`src/rtl/qrm_pkg.sv`:
```
`default_nettype none
package qrm_pkg;
    localparam int WordBits = 32;
    localparam int StepBits = WordBits - 1;
    localparam int DivBits  = WordBits + 1;
    localparam int CntBits  = $clog2(DivBits + 1);

    typedef logic signed [WordBits-1:0] t_word;
    typedef logic [StepBits-1:0] t_step;

    typedef enum logic [3:0] {
        ST_IDLE,
        ST_CLASSIFY,
        ST_FIT_LO,
        ST_FIT_HI,
        ST_GCD,
        ST_LCM_DIV,
        ST_LCM_MUL,
        ST_START_DIV,
        ST_START_MUL,
        ST_END_DIV,
        ST_END_MUL,
        ST_DONE
    } t_state;

    // Datapath operations issued by the controller.
    typedef enum logic [3:0] {
        OP_NONE,
        OP_LOAD,
        OP_CLASSIFY,
        OP_FIT_LO_DIV,
        OP_FIT_HI_DIV,
        OP_GCD_DIV,
        OP_LCM_DIV,
        OP_LCM_MUL,
        OP_START_DIV,
        OP_START_MUL,
        OP_END_DIV,
        OP_END_MUL,
        OP_FINISH
    } t_op;

    typedef enum logic [2:0] {
        CLS_COPY,
        CLS_FAIL,
        CLS_EQUAL,
        CLS_FIT,
        CLS_LCM
    } t_class;

    typedef struct packed {
        t_op  op;
        logic div_start;
    } t_cmd;

    typedef struct packed {
        t_class cls;
        logic   div_done;
        logic   gcd_zero;
        logic   lcm_wide;
        logic   start_out;
    } t_status;
endpackage
`default_nettype wire

```
`src/rtl/qrm_control.sv`:
```
`default_nettype none
module qrm_control (
    input  wire logic              i_clk,
    input  wire logic              i_rst_n,
    input  wire logic              i_start,
    input  wire qrm_pkg::t_status  i_status,
    output qrm_pkg::t_cmd          o_cmd,
    output logic                   o_busy,
    output logic                   o_valid
);
    import qrm_pkg::*;

    t_state r_state, n_state;
    logic   r_issued, n_issued;

    always_ff @(posedge i_clk) begin
        if (!i_rst_n) begin
            r_state  <= ST_IDLE;
            r_issued <= 1'b0;
        end else begin
            r_state  <= n_state;
            r_issued <= n_issued;
        end
    end

    // Each dividing state issues one divider start, then waits for done; ST_GCD issues one per Euclid step.
    always_comb begin
        n_state       = r_state;
        n_issued      = r_issued;
        o_cmd.op      = OP_NONE;
        o_cmd.div_start = 1'b0;
        o_busy        = (r_state != ST_IDLE);
        o_valid       = 1'b0;
        case (r_state)
            ST_IDLE: begin
                if (i_start) begin
                    o_cmd.op = OP_LOAD;
                    n_state  = ST_CLASSIFY;
                end
            end
            ST_CLASSIFY: begin
                o_cmd.op = OP_CLASSIFY;
                n_state  = ST_DONE;
                n_issued = 1'b0;
            end
            default: ;
        endcase
        // Classification is registered, so the branch decision is made one
        // state later for the fit and lcm paths.
        case (r_state)
            ST_DONE: begin
                if (r_issued == 1'b0 && i_status.cls == CLS_FIT) begin
                    n_state = ST_FIT_LO;
                end else if (r_issued == 1'b0 && i_status.cls == CLS_LCM) begin
                    n_state = ST_GCD;
                end else begin
                    o_cmd.op = OP_FINISH;
                    o_valid  = 1'b0;
                    n_state  = ST_IDLE;
                    o_valid  = 1'b1;
                end
                if (r_issued == 1'b0 && (i_status.cls == CLS_FIT || i_status.cls == CLS_LCM))
                    o_valid = 1'b0;
                if (r_issued == 1'b0 && (i_status.cls == CLS_FIT || i_status.cls == CLS_LCM))
                    o_cmd.op = OP_NONE;
            end
            ST_FIT_LO: begin
                o_cmd.op = OP_FIT_LO_DIV;
                o_cmd.div_start = !r_issued;
                n_issued = 1'b1;
                if (i_status.div_done) begin
                    n_state = ST_FIT_HI; n_issued = 1'b0;
                end
            end
            ST_FIT_HI: begin
                o_cmd.op = OP_FIT_HI_DIV;
                o_cmd.div_start = !r_issued;
                n_issued = 1'b1;
                if (i_status.div_done) begin
                    n_state = ST_DONE;
                end
            end
            ST_GCD: begin
                if (!r_issued && i_status.gcd_zero) begin
                    n_state = ST_LCM_DIV;
                end else begin
                    o_cmd.op = OP_GCD_DIV;
                    o_cmd.div_start = !r_issued;
                    n_issued = 1'b1;
                    if (i_status.div_done) n_issued = 1'b0;
                end
            end
            ST_LCM_DIV: begin
                o_cmd.op = OP_LCM_DIV;
                o_cmd.div_start = !r_issued;
                n_issued = 1'b1;
                if (i_status.div_done) begin
                    n_state = ST_LCM_MUL; n_issued = 1'b0;
                end
            end
            ST_LCM_MUL: begin
                o_cmd.op = OP_LCM_MUL;
                n_state  = ST_START_DIV;
            end
            ST_START_DIV: begin
                if (!r_issued && i_status.lcm_wide) begin
                    n_state  = ST_DONE;
                    n_issued = 1'b1;
                end else begin
                    o_cmd.op = OP_START_DIV;
                    o_cmd.div_start = !r_issued;
                    n_issued = 1'b1;
                    if (i_status.div_done) begin
                        n_state = ST_START_MUL; n_issued = 1'b0;
                    end
                end
            end
            ST_START_MUL: begin
                o_cmd.op = OP_START_MUL;
                n_state  = ST_END_DIV;
            end
            ST_END_DIV: begin
                if (!r_issued && i_status.start_out) begin
                    n_state  = ST_DONE;
                    n_issued = 1'b1;
                end else begin
                    o_cmd.op = OP_END_DIV;
                    o_cmd.div_start = !r_issued;
                    n_issued = 1'b1;
                    if (i_status.div_done) n_state = ST_END_MUL;
                end
            end
            ST_END_MUL: begin
                o_cmd.op = OP_END_MUL;
                n_state  = ST_DONE;
                n_issued = 1'b1;
            end
            default: ;
        endcase
    end

    property p_valid_in_done;
        @(posedge i_clk) disable iff (!i_rst_n) o_valid |-> r_state == ST_DONE;
    endproperty
    a_valid_in_done: assert property (p_valid_in_done) else $error("valid outside done");

    property p_valid_then_idle;
        @(posedge i_clk) disable iff (!i_rst_n) o_valid |=> r_state == ST_IDLE;
    endproperty
    a_valid_then_idle: assert property (p_valid_then_idle) else $error("no return to idle");

    property p_start_loads;
        @(posedge i_clk) disable iff (!i_rst_n)
            i_start && r_state == ST_IDLE |=> r_state == ST_CLASSIFY;
    endproperty
    a_start_loads: assert property (p_start_loads) else $error("start missed");
endmodule
`default_nettype wire

```
`config.mk`:
```
export PLATFORM = sky130hd
export DESIGN_NAME = qrm_control
export DESIGN_NICKNAME = d
export VERILOG_FILES = /design/src/rtl/qrm_pkg.sv /design/src/rtl/qrm_control.sv
export SDC_FILE = /design/constraint.sdc
export NUM_CORES = 1
export LEC_CHECK = 0
export ABC_AREA = 1
export BUFFER_PORTS_ARGS = -buffer_cell sky130_fd_sc_hd__buf_2
export CORE_ASPECT_RATIO = 1.25
export CORE_MARGIN = 2
export CORE_UTILIZATION = 30
export DETAILED_ROUTE_END_ITERATION = 10
export GPL_TIMING_DRIVEN = 0
export PLACE_DENSITY = 0.49
export SLEW_MARGIN = 20
export SYNTH_ARGS = -nofsm -noshare
export SYNTH_HDL_FRONTEND = slang
export SYNTH_SLANG_ARGS = --single-unit
```
`constraint.sdc`:
```
create_clock -name i_clk -period 1.59 [get_ports i_clk]
set_input_delay 0.0795 -clock i_clk [delete_from_list [all_inputs] [get_ports i_clk]]
set_output_delay 0.0795 -clock i_clk [all_outputs]
set_load 0.005 [all_outputs]
```
# Word level (Yosys, flattened, before mapping)
# Index checks and enable logic that the tools add are counted.
# W data, S select, Z words.
[op_classes] n_eq_ne=13 muxes=32 n_bitwise=1 n_reduce_logical=13
[ops] op="$pmux W4 S10" n=2
[ops] op="$mux W4" n=12
[ops] op="$eq A4 B3 Y1 const B" n=4
[ops] op="$eq A4 B4 Y1 const B" n=4
[ops] op="$mux W5" n=3
[ops] op="$mux W1" n=9
[ops] op="$eq A4 B2 Y1 const B" n=2
[ops] op="$pmux W1 S4" n=2
[ops] op="$pmux W4 S2" n=1
[ops] op="$logic_and A1 B1 Y1" n=6
[ops] op="$mux W3" n=2
[ops] op="$reduce_or A3 Y1" n=2
[ops] op="$eq A4 B1 Y1 const B" n=1
[ops] op="$logic_not A4 Y1" n=1
[ops] op="$pmux W2 S2" n=1
[ops] op="$reduce_bool A4 Y1" n=1
[ops] op="$eq A3 B2 Y1 const B" n=1
[ops] op="$eq A3 B3 Y1 const B" n=1
[ops] op="$reduce_or A2 Y1" n=1
[ops] op="$logic_not A1 Y1" n=1
[ops] op="$logic_or A1 B1 Y1" n=1
[ops] op="$not A1 Y1" n=1
[word_totals] reg_bits=5 in_bits=10 elab_cells=61

# Longest topological paths before layout
# Gate-level depths: netlist of the first run.
[logic_depth] ltp_word=6 depth_mapped=9

# Worst setup path before layout of the first run
# Ideal clock, no wire load.
[synth_timing] path_type="reg2reg" startpoint="register r_state[3]" endpoint="register r_issued" t_arrival_ns=1.060 path_slack_ns=0.421 path_stages_with_launch=10 path_buffers=0 synth_period_minus_slack_ns=1.169 cell_sequence="dfxtp_1 -> inv_2 -> nand2_2 -> nor2_1 -> nor2_2 -> nand2_1 -> nand2_1 -> nand3_1 -> nand2_1 -> inv_1"
[synth_between] elab_chain_len=4 elab_cells_between_ends=13 cone_classes="eq/ne: 8; mux: 3; reduce/logical: 2"
[synth_lines] element="start: declaration" line_no="qrm_control.sv:13" source="t_state r_state, n_state;"
[synth_lines] element="start signal: assignment" line_no="qrm_control.sv:21" source="r_state <= n_state;"
[synth_lines] element="$eq A4 B1 Y1" line_no="qrm_control.sv:34" source="case (r_state)"
[synth_lines] element="$mux W1" line_no="qrm_control.sv:34"
[synth_lines] element="$mux W1" line_no="qrm_control.sv:84" source="if (!r_issued && i_status.gcd_zero) begin"
[synth_lines] element="$pmux W1 S4 (*)" line_no="qrm_control.sv:50" source="case (r_state)"
[synth_lines] element="end signal: assignment" line_no="qrm_control.sv:22" source="r_issued <= n_issued;"
[synth_lines] element="end: declaration" line_no="qrm_control.sv:14" source="logic r_issued, n_issued;"
# Mark *: on every way between the ends. The rest lies on a longest branch, timed or not.
# A chain may end at the register's enable or synchronous reset.

==> out/qor.txt, run 1 <==
Clock skew = 0.000304 ns
Crit Path Class = reg -> out
Synth Area in Compound Gates = 12.5%
Placed Cells = 184
Clock Latency Late Sink = 0.24 ns
Slowest CP cell = dfxtp_2
VDD IR-drop max = 0.811 mV
Die Footprint = 2660 µm²
Hold buffer count at cts = 0
Share of cells above drive strength 1 = 25.6%
Highest cell delay on the worst timing path = 0.41 ns
Pwr Density = 1630 nW/µm²
DR pass1 iterations = 4
Commonest cells post-synth = 41 x nand2_1, 30 x nor2_1, 19 x inv_1, 8 x nand3_1, 6 x a21oi_1
Final nets = 171
PortBufs = 16
Asr flop ratio synth = 0%
Final HPWL DP = 1700 µm
Pleak = 0.488 nW
RSZ-0062 raised after global routing = no
Routed Antenna Nets = 0
Library cells used by synthesis = 17
Crit end category = output port
CTS buffer count = 3
Avg Vias per Cell = 4.75
Mux share of post-synthesis cell area = 0%
Slew @ Worst Pin = 0.232 ns
Arrival @ worst endpoint = 1.39 ns
Fin Setup TNS = 0 ns
Max-Cap Viols = 0
Setup ws final = 0.122 ns
Synth area leader = nand2_1
Worst slew margin = 84.4%
Area grow syn2layout = 28.4%
Global-route wire length before repair = 3480 µm
Sequential share of the synthesized area = 14.8%
Synth top area share = 22.7%
Total grt overflow = 0
Final hold vios = 0
Hold Crit Class = in -> reg
GPL Wtd Cong = 0.860
Status = complete, no violations
Max Slew Vio Count = 0
Final setup viols = 0
XOR/XNOR share of the synthesized area = 0%
Clock sink count = 5
Die height = 57.2 µm
#FFs+latches synth = 5
Post-synthesis cell count = 137
CP startpoint kind = register
CTS tree = yes
Routed WL per cell = 10.8 µm
Inserted Diodes = 0
DR vias = 907
H-Tree Depth = 1
Req. time, crit path = 1.51 ns
Reg clk slew, reported paths = 0.04 ns
Met1 global-route usage = 21.2%
Pre-CTS setup slack = 0.200 ns
GRT met3 Usage = 2.53%
Simple-gate share of the synthesized area = 60.0%
Cell with the most instances after synthesis = nand2_1
Main combinational cell family by area after synthesis = simple AND/OR/NAND/NOR gates
Met2 usage = 28.4%
Tcrit/Tclk final = 92.3%
Core Region = 2160 µm²
Ys flop type = dfxtp_1
Finished Layout Cells = 191
Initial antenna violation count = 0
Max Buffers Root-to-Sink = 2
Vias in the first global route = 848
CP cell instances = nand2_2 -> inv_1 -> nand2_1 -> o22ai_1 -> nor2_1 -> a21oi_1 -> buf_2
Synth warn = 0
Drt drc = 0
Die width = 46.5 µm
Core Rows = 19
WL final = 2060 µm
Io pins = 17
Min cycle time layout = 1.47 ns
Root Driver = clkbuf_4
Ranking of synthesized cells by area = nand2_1 23%, nor2_1 17%, dfxtp_1 15%, inv_1 11%, nand3_1 5.9%
Post-synth EDFFs = 0
GR Util All Layers = 17.8%
Post-Synthesis Mean Instance Area = 4.95 µm²
Fmax = 681 MHz
Syn Std Cell Area = 678 µm²
DRT iter0 DRCs = 26
Util after Layout = 40.3%
Initial Util = 31.3%
Adder-Cell Fraction of Synth Area = 0%
Synthesized Nets = 147
Gr busiest metal = met2
Largest net degree at the start of global routing = 8
Worst Path Max Fanout = 7
-- critical path: cells and delay by family, from the launching register on --
family / cells / cell delay, ns
and+or+nand+nor: 3 / 0.25
buffers and inverters: 2 / 0.23
DFF: 1 / 0.41
AOI/OAI and AO/OA: 2 / 0.26
-- state kept, by name, summed over array words and instances (netlist names) --
register and count:
r_state 4, r_issued 1
-- worst paths after layout --
| path | startpoint | to | slack (ns) | cells after the start |
|---|---|---|---|---|
| max | r_state[1]$_SDFF_PN0_ | o_cmd[0] | 0.12 | 7 |
| max reg2reg | r_state[0]$_SDFF_PN0_ | r_issued$_SDFF_PN0_ | 0.28 | 10 |
| min | i_rst_n | r_state[2]$_SDFF_PN0_ | 0.10 | 3 |
| min reg2reg | r_state[2]$_SDFF_PN0_ | r_state[2]$_SDFF_PN0_ | 0.58 | 2 |
-- cells by family after synthesis --
| logic type | count (synthesis) |
|---|---|
| AO/OA/AOI/OAI | 15 |
| AND/OR/NAND/NOR | 94 |
| flip-flops | 5 |
| buffers and inverters | 23 |
-- power breakdown --
part	switching, mW	total, mW	internal, mW
clock network	0.0483	0.143	0.0946
registers	0.0892	0.273	0.184
logic	0.616	1.00	0.388
-- cell usage in the layout, fill, tap and decap left out --
cell type | synthesis | layout
nand2_2 | 3 | 3
o21ai_0 | 3 | 3
nor3_1 | 2 | 2
o2111ai_1 | 2 | 2
nand2_4 | 0 | 1
buf_2 | 0 | 16
inv_2 | 4 | 3
o22ai_1 | 2 | 2
clkbuf_4 | 0 | 3
dfxtp_2 | 0 | 3
nand3_2 | 1 | 1
o21ai_1 | 2 | 2
inv_4 | 0 | 1
dfxtp_1 | 5 | 1
dfxtp_4 | 0 | 1
inv_1 | 19 | 19
nand3_1 | 8 | 8
nor2_4 | 1 | 2
nand2_1 | 41 | 40
nor2_1 | 30 | 29
clkbuf_1 | 0 | 1
nand4_1 | 4 | 4
buf_4 | 0 | 3
a21oi_1 | 6 | 6
nor2_2 | 4 | 4
-- layer usage --
metal  wire, µm  part of all wire [%]
met4         45                   2.2
met5          0                     0
met1        943                    46
met3         68                   3.3
met2       1000                    49
-- metrics by stage --
stage                     hold WS, ns  total power [mW]  cell area, µm²
final                           0.100              1.42             871
after global routing           0.0979              1.58             871
after CTS                      0.0960              1.39             840
after detailed placement        0.361              1.20             797
after global placement          0.344              1.20             797
after floorplan                 0.177             0.920             678
-- area by class of cell --
class                   instances  area [µm²]
fillers                       249        1290
multi-input cells             109         507
flip-flops and latches          5         108
repair buffers                 19         103
inverters                      23        88.8
well taps                      31        38.8
clock buffers                   4        26.3
-- repair_timing --
action | in CTS | in global routing
pin swaps | 0 | 1
setup buffers | 2 | 1
resized for setup | 1 | 9
endpoints found under the setup margin | 2 | 5
(Power assumes the default switching activity.)
==> run 2: changes to the inputs <==
--- a/config.mk
+++ b/config.mk
@@ -7,7 +7,6 @@
 export LEC_CHECK = 0
 export ABC_AREA = 1
 export BUFFER_PORTS_ARGS = -buffer_cell sky130_fd_sc_hd__buf_2
-export CORE_ASPECT_RATIO = 1.25
 export CORE_MARGIN = 2
 export CORE_UTILIZATION = 30
 export DETAILED_ROUTE_END_ITERATION = 10
==> out/qor.txt, run 2 (synthesis gave the netlist of run 1 again) <==
PortBufs = 16 (unchanged)
Area grow syn2layout = 25.8%
Crit path top cell by count = nand2_1
Arrival @ worst endpoint = 1.39 ns (about the same)
DR vias = 898 (-0.99%)
Fmax = 681 MHz (about the same)
Die height = 51.5 µm (-9.8%)
Largest register FFs = 4 (unchanged)
Io pins = 17 (unchanged)
Util after Layout = 39.3% (-0.92 points)
Largest registers = r_state (4), r_issued (1)
Share of cells above drive strength 1 = 24.8% (-0.78 points)
WL final = 2000 µm (-2.7%)
Worst slew margin = 83.8% (-0.59 points)
Gate power share = 69.7% (-1.0 points)
RSZ-0062 raised after global routing = no
Inserted Diodes = 0 (unchanged)
CTS tree = yes
Status = complete, no violations
H-Tree Depth = 1 (unchanged)
CTS buffer count = 3 (unchanged)
Core Region = 2170 µm² (+0.29%)
Drt drc = 0 (unchanged)
R2R Setup Slk = 0.30 ns (+0.02 ns)
Largest delay share family, worst path = simple AND/OR/NAND/NOR gates
Crit Path Class = reg -> out
Post-CTS Setup Inserts = 0 (-2)
Fin Setup TNS = 0 ns (unchanged)
Total grt overflow = 0 (unchanged)
Worst Path Max Fanout = 4 (-3)
Critical path depth = 7 (unchanged)
Slowest CP cell = dfxtp_1
Total power draw = 1.40 mW (-1.4%)
DR pass1 iterations = 4 (unchanged)
Most flop-heavy register = r_state
Final hold vios = 0 (unchanged)
Switching Fraction = 53.5% (+0.43 points)
Min cycle time layout = 1.47 ns (+0.00120 ns)
Largest net degree at the start of global routing = 9 (+1)
Final HPWL DP = 1640 µm (-3.5%)
Routed Antenna Nets = 0 (unchanged)
CP cell instances = inv_1 -> nand2_1 -> nor3_1 -> nor2_1 -> nand2_1 -> o2111ai_1 -> buf_2
Bufs and invs on worst path = 2 (unchanged)
Crit path launch = r_issued$_SDFF_PN0_
Max Slew Vio Count = 0 (unchanged)
Crit end category = output port
Clk pwr share = 10.2% (about the same)
Root Driver = clkbuf_4
P_int = 0.650 mW (-2.3%)
Vias in the first global route = 807 (-4.8%)
Switching power = 0.749 mW (-0.60%)
Global-route wire length before repair = 3390 µm (-2.6%)
Die width = 51.5 µm (+11%)
VDD IR-drop max = 1.15 mV (+42%)
Initial Util = 31.3% (-0.090 points)
Most frequent cells in the layout = 40 x nand2_1, 29 x nor2_1, 19 x inv_1
Avg Vias per Cell = 4.85 (+2.2%)
Max Buffers Root-to-Sink = 2 (unchanged)
Reg clk slew, reported paths = 0.04 ns (about the same)
DRT iter0 DRCs = 26 (unchanged)
Commonest non-fill, non-tap cell in the layout = nand2_1
Register share of total power = 20.1% (+0.9 points)
Cells on worst reg2reg path = 8 (-2)
Core Rows = 17 (-2)
Worst r2r dst = r_issued$_SDFF_PN0_
Clock sink count = 5 (unchanged)
Hold Crit Class = in -> reg
RR Startpoint = r_state[3]$_SDFF_PN0_
Final setup viols = 0 (unchanged)
Clock Latency Late Sink = 0.24 ns (about the same)
Initial antenna violation count = 0 (unchanged)
CP startpoint kind = register
GPL Wtd Cong = 0.866 (+0.69%)
Highest cell delay on the worst timing path = 0.33 ns (-0.08 ns)
End of the critical path = o_cmd[4]
Req. time, crit path = 1.51 ns (about the same)
Slew @ Worst Pin = 0.241 ns (+0.00884 ns)
Pwr Density = 1640 nW/µm² (+0.62%)
Max-Cap Viols = 0 (unchanged)
Clock skew = 0.00503 ns (+0.00473 ns)
Final nets = 168 (-1.8%)
Tcrit/Tclk final = 92.4% (about the same)
Routed WL per cell = 10.8 µm (+0.49%)
GR Util All Layers = 17.0% (-0.85 points)
Die Footprint = 2660 µm² (about the same)
Pleak = 0.476 nW (-2.4%)
[run 2: metrics by stage]
stage | instance area [µm²] | worst slack (ns) | hold slack, ns | std cells
global route | 853 | 0.000763 | 0.118 | 185
floorplan | 678 | 0.421 | 0.177 | 137
global placement | 793 | 0.144 | 0.344 | 181
CTS | 826 | 0.0129 | 0.105 | 185
finish | 853 | 0.121 | 0.105 | 185
detailed placement | 793 | 0.184 | 0.363 | 181
[run 2: timing repair]
action,CTS,global route
endpoints found under the hold margin,0,0
pin swaps,0,1
cloned,0,0
setup endpoints to repair,1,5
gates resized for setup,2,11
hold buffers,0,0
[run 2: layout make-up]
| type | count | area [µm²] |
|---|---|---|
| Sequential cell | 5 | 113 |
| Multi-Input combinational cell | 109 | 510 |
| Timing Repair Buffer | 16 | 80.1 |
| Fill cell | 267 | 1320 |
| Clock buffer | 4 | 26.3 |
| Inverter | 23 | 88.8 |
| Tap cell | 28 | 35.0 |
[run 2: worst min-delay path by stage]
stage	slack, ns	endpoint	depth (start not counted)	start
floorplan	0.18	r_issued$_SDFF_PN0_	2	i_rst_n
global placement	0.34	r_state[3]$_SDFF_PN0_	3	i_rst_n
detailed placement	0.36	r_state[2]$_SDFF_PN0_	3	i_rst_n
CTS	0.10	r_state[2]$_SDFF_PN0_	3	i_rst_n
global route	0.12	r_state[3]$_SDFF_PN0_	3	i_rst_n
finish	0.10	r_state[2]$_SDFF_PN0_	3	i_rst_n
[run 2: per-layer routing]
| metal | part of all wire [%] | global-route usage (%) | routed length (µm) | up-vias |
|---|---|---|---|---|
| met5 | 0 | 0 | 0 | - |
| met3 | 6.3 | 0.862 | 127 | 2 |
| met4 | 0.60 | 7.89 | 12 | 0 |
| li1 | - | - | - | 477 |
| met1 | 44 | 21.8 | 879 | 391 |
| met2 | 49 | 29.1 | 984 | 28 |
[run 2: worst min-delay path, stage by stage]
cell and delay [ns]:
buf_2 0.13, inv_1 0.05, nor2_1 0.03
[run 2: power by group through the flow]
stage / combinational, mW / sequential, mW / clock [mW]
2_1_floorplan: 0.685 / 0.236 / 0
3_3_place_gp: 0.944 / 0.257 / 0
3_5_place_dp: 0.940 / 0.259 / 0
4_1_cts: 0.951 / 0.257 / 0.151
5_1_grt: 1.11 / 0.292 / 0.159
6_report: 0.975 / 0.282 / 0.143
